**config.mk**
```make
export PLATFORM = sky130hd
export DESIGN_NAME = mcr_mul
export DESIGN_NICKNAME = d
export VERILOG_FILES = /design/src/rtl/mcr_pkg.sv /design/src/rtl/mcr_mul.sv
export SDC_FILE = /design/constraint.sdc
export NUM_CORES = 2
export LEC_CHECK = 0
export BUFFER_PORTS_ARGS = -buffer_cell sky130_fd_sc_hd__buf_2
export CAP_MARGIN = 20
export CORE_UTILIZATION = 35
export CTS_CLUSTER_DIAMETER = 30
export DETAILED_ROUTE_END_ITERATION = 10
export PLACE_DENSITY_LB_ADDON = 0.15
export SLEW_MARGIN = 10
export SYNTH_ARGS = -nofsm -noshare
export SYNTH_HDL_FRONTEND = slang
export SYNTH_SLANG_ARGS = --single-unit
```
**constraint.sdc**
```tcl
create_clock -name clk -period 22.2 [get_ports clk]
set_input_delay 0 -clock clk [delete_from_list [all_inputs] [get_ports clk]]
set_output_delay 0 -clock clk [all_outputs]
set_load 0.005 [all_outputs]
```
**src/rtl/mcr_pkg.sv**
```systemverilog
package mcr_pkg;

  // Sequencer states. D*: voice delay, RD*: line reads, IA/IF/FI: interpolation,
  // FAC/LO/HI/PH: phase increment, RA/CS/AC: cosine and mix, N*: output scaling; ADDR: line addresses.
  typedef enum logic [4:0] {
    ST_IDLE,
    ST_D1,
    ST_D2,
    ST_ADDR,
    ST_RD0,
    ST_RD1,
    ST_RD2,
    ST_IA,
    ST_IF,
    ST_FI,
    ST_FAC,
    ST_LO,
    ST_HI,
    ST_PH,
    ST_RA,
    ST_CS,
    ST_AC,
    ST_N1,
    ST_N2,
    ST_N3,
    ST_N4,
    ST_N5,
    ST_N6
  } state_t;

  localparam int AMP_W = 16;
  localparam int FREQ_W = 24;
  localparam int COS_W = 17;
  localparam int MUL_W = 33;
  localparam int PROD_W = 2 * MUL_W;

  localparam logic [1:0] REG_BASE_DELAY = 2'd0;
  localparam logic [1:0] REG_DETUNE = 2'd1;
  localparam logic [1:0] REG_PHASE_STEP = 2'd2;

  localparam logic [17:0] BASE_DELAY_RST = 18'd0;
  localparam logic [12:0] DETUNE_RST = 13'd655;
  localparam logic [31:0] PHASE_STEP_RST = 32'd97391;

  // ceil(2^22 / 5); exact floor(x / 5) for any x below 2^22.
  localparam int RECIP5 = 838861;
  localparam int RECIP5_SHIFT = 22;

  localparam int OUT_LIMIT = 20480;

  localparam longint unsigned Q30_ONE = 64'd1073741824;
  localparam longint unsigned HALF_PI_Q30 = 64'd1686629713;

  // Cosine table entry in Q1.15, built from a Q30 Taylor series by quarter-wave symmetry.
  function automatic logic signed [COS_W-1:0] cos_entry(input int unsigned idx,
                                                        input int unsigned bits);
    longint unsigned t, q, j, x, x2, acc, s, c, r;
    logic neg;
    logic signed [COS_W-1:0] rv;
    t = 64'd1 << bits;
    q = t >> 2;
    if (64'(idx) <= q) begin
      j = 64'(idx);
      neg = 1'b0;
    end else if (64'(idx) <= 2 * q) begin
      j = 2 * q - 64'(idx);
      neg = 1'b1;
    end else if (64'(idx) <= 3 * q) begin
      j = 64'(idx) - 2 * q;
      neg = 1'b1;
    end else begin
      j = t - 64'(idx);
      neg = 1'b0;
    end
    x = (HALF_PI_Q30 * 64'd4 * j) >> bits;
    x2 = (x * x) >> 30;
    acc = Q30_ONE;
    acc = Q30_ONE - ((x2 * acc / 64'd132) >> 30);
    acc = Q30_ONE - ((x2 * acc / 64'd90) >> 30);
    acc = Q30_ONE - ((x2 * acc / 64'd56) >> 30);
    acc = Q30_ONE - ((x2 * acc / 64'd30) >> 30);
    acc = Q30_ONE - ((x2 * acc / 64'd12) >> 30);
    s = (x2 * acc / 64'd2) >> 30;
    c = (s >= Q30_ONE) ? 64'd0 : Q30_ONE - s;
    r = (c + 64'd16384) >> 15;
    rv = $signed({1'b0, r[15:0]});
    return neg ? -rv : rv;
  endfunction

endpackage

```
**src/rtl/mcr_mul.sv**
```systemverilog
module mcr_mul (
  input  logic                                  clk,
  input  logic                                  en,
  input  logic signed [mcr_pkg::MUL_W-1:0]      a,
  input  logic signed [mcr_pkg::MUL_W-1:0]      b,
  output logic signed [mcr_pkg::PROD_W-1:0]     p
);

  // The product holds until the next issue, so a result can wait on the output side.
  always_ff @(posedge clk) begin
    if (en) begin
      p <= a * b;
    end
  end

endmodule

```
* Word-level counts from Yosys, hierarchy flattened *
Cells that the tools add are included.

operators by class
  multiply operators = 1

operator list
  cell                          number
  multiplier 33 x 33 -> 66 bit  1

storage, ports and cells
  bits in registers = 66
  bits of input ports = 68

* Depth between registers and ports, before layout *
  word-level depth = 1
  gate-level depth with buffers = 27
  gate-level depth less buffers = 26

* Worst setup path before layout *
Ideal clock, no wire load.

  path kind = input to register
  start = in a[32] (netlist name)
  end = reg p[62] (netlist name) (data pin)
  library setup time = 0.269 ns
  arrival time = 7.096 ns
  data required time = 21.931 ns
  path slack = 14.835 ns
  cell stages on the path = 23
  path buffers = 2
  path through = clkbuf_1 -> nand2_1 -> inv_1 -> fa_1 -> fa_1 -> fa_1 -> fa_1 -> fa_1 -> fa_1 -> fa_1 -> inv_1 -> fa_1 -> inv_1 -> ha_1 -> clkbuf_1 -> and3_1 -> nand3_1 -> nand2b_1 -> a2111oi_4 -> a211oi_4 -> a21o_2 -> a211oi_2 -> a211oi_2

between the ends
  longest elaborated chain between the ends = 1

ends and longest elaborated chain
  what                          line           source
  from (decl)                   mcr_mul.sv:4   input logic signed [mcr_pkg::MUL_W-1:0] a,
  multiplier 33 x 33 -> 66 bit  mcr_mul.sv:12  p <= a * b;
  to (signal assigned)          mcr_mul.sv:12
  to (decl)                     mcr_mul.sv:6   output logic signed [mcr_pkg::PROD_W-1:0] p

Every way passes these cells.
A chain may end at the register's enable or synchronous reset.

* Worst setup path in the final report *
  start = in b[0] (netlist name)
  end = reg p[62] (netlist name) (data pin)

between the ends
  longest elaborated chain between the ends = 1

ends and longest elaborated chain
  what                          line           source
  from (decl)                   mcr_mul.sv:5   input logic signed [mcr_pkg::MUL_W-1:0] b,
  multiplier 33 x 33 -> 66 bit  mcr_mul.sv:12

Every way passes these cells.

==> impl_metrics.toml <==
[outcome]
status = "completed"

[timing]
fin_tns_setup_ns = 0
timing.final.max_slew_violations = 0
max_clock_freq_mhz = 125
post-route-period-util = 0.361
finalSetupViolations = 0
worstMarginPinSlew_ns = 1.09
rsz0062_at_grt = "false"
max_slew_margin = 0.276
fin_crit_ns = 8.02
hold_viol = 0

[yosys]
yosysWarnings = 0
yosysTopAreaCell = "fa_1"
synth_area_per_cell_um2 = 9.54
synthTopCellsByArea = "fa_1, inv_1, and2_1"
ys_async_sr_fraction = 0
synth_edf_count = 66
synthCells = 4338
ys_ff_latch = 66
ys.flop_type = "edfxtp_1"
syn-num-nets = 5768
yosysUniqueCellTypes = 80
synth.top_cell.area_share = 0.554
syn_area_mm2 = 0.0414
synth_seq_area_share = 0.0479

[clocking]
cts_sinks = 66
cts_tree = "yes"
root_buffer = "clkbuf_16"
path_clk_slew_ns = 0.06
numCtsBuffers = 9
htreeDepth = 3
clockBufferDepth = 2
hold_buffers = 1
post_cts_buffers = 0
cts_resized = 0

[grt]
grt_max_degree = 61
grt-ovfl-total = 0
grt_antenna_before_repair = 9
grt_pass1_wl_um = 194000
grt_pass1_vias = 31734
grt_util_all_layers = 0.217

[floorplan]
rows = 125
die_y_um = 346
die_w_um = 346
ios = 134
start_util = 0.355
dieArea_mm2 = 0.120
coreArea_mm2 = 0.117

[setup_path]
critPathCaptureType = "register"
path_cells = "buf_2, nand2_1, inv_1, fa_1, fa_1, fa_1, fa_1, fa_1, fa_1, fa_1, inv_1, fa_1, inv_1, ha_1, and3_1, nand3_1, nand2b_1, a2111oi_4, a211oi_4, a21o_2, a211oi_2, a211oi_2"
path_max_fanout = 33
cp_slowest_cell = "fa_1"
slowest_delay_ns = 1.30
start_kind = "primary input"
worst-path-buf-inv = 4
crit_type = "primary input to register"
cp_common_cell = "fa_1"
cp_top_family = "adder cells"
critical_path_arrival_ns = 8.12
crit_required_ns = 22.29

[place]
gp_congestion = 0.857
hpwl_um = 101000
io_buffer_count = 133

[finish]
largest_reg_flops = 66
largest_register = "p"
drive_gt1_frac = 0.0505
reg.largest.list = "p (66)"
areaGrowthSynthToFinish_pct = 5.56
layout_commonest_cell = "fa_1"
final_cell_mix = "fa_1, inv_1, and2_1, nand2_1, ha_1"
final_nets = 5723

[detailed_routing]
drt-total-wl_um = 126000
ant_nets = 0
via_count = 28414
first_iter_violations = 1291
route.detailed.drc = 0
avgRoutedWirePerCell_um = 21.6
vias_per_cell = 4.88
dr.pass1.iters = 5

[worst_hold_path]
hold_class = "primary input to register"

[job]
maxCapViolCount = 0
-- logic make-up after synthesis --
group,share of synthesized area
AO/OA/AOI/OAI,0.0400
XOR/XNOR,0.0144
adder cells (fa/ha/maj),0.619
buffers and inverters,0.123
flip-flops,0.0479
AND/OR/NAND/NOR,0.155
-- cells in the mapped netlist, types with 12 or more instances --
library cell and instances:
fa_1 1145, ha_1 217, inv_1 1131, nor2_1 68, nand2b_1 12, edfxtp_1 66, a21oi_1 57, xor2_1 25
a21o_1 36, nand3_1 25, xnor2_1 43, and2_1 562, o21ai_0 25, clkbuf_1 208, nand2_1 551
-- worst paths after layout --
kind | from | endpoint | slack (ns) | cells past startpoint
setup / recovery | b[0] | p[62] | 14.18 | 22
hold / removal | a[0] | p[0] | 0.39 | 3
-- area by class of cell --
type | instances | area [µm²]
clock inverter | 7 | 92.6
sequential | 66 | 1980
tap | 1524 | 1910
antenna | 4 | 10.0
inverter | 1131 | 4250
timing repair buffer | 165 | 916
fill | 12117 | 73000
clock buffer | 9 | 225
multi-input combinational | 2920 | 34300
-- metrics by stage --
stage	std cells	cell area, µm²	setup slack [ns]	util	hold slack (ns)
2_1_floorplan	4338	41400	14.83	-	0.112
3_3_place_gp	5804	43300	13.88	0.371	0.385
3_5_place_dp	5804	43300	13.81	0.371	0.382
4_1_cts	5821	43700	14.17	0.374	0.370
5_1_grt	5824	43700	13.78	0.374	0.386
6_report	5826	43700	14.18	0.374	0.392
-- layer usage --
metal / up-vias / routed length, µm / part of all wire / global-route usage
met5: - / 66 / 0.00052 / 0
met4: 12 / 5330 / 0.042 / 0.0807
met3: 175 / 4240 / 0.034 / 0.0225
met2: 610 / 69100 / 0.55 / 0.410
met1: 15313 / 47100 / 0.37 / 0.250
li1: 12304 / - / - / -
Power is not shown: default switching activity piles up to over one toggle a cycle in this logic, so the estimate is an artifact.
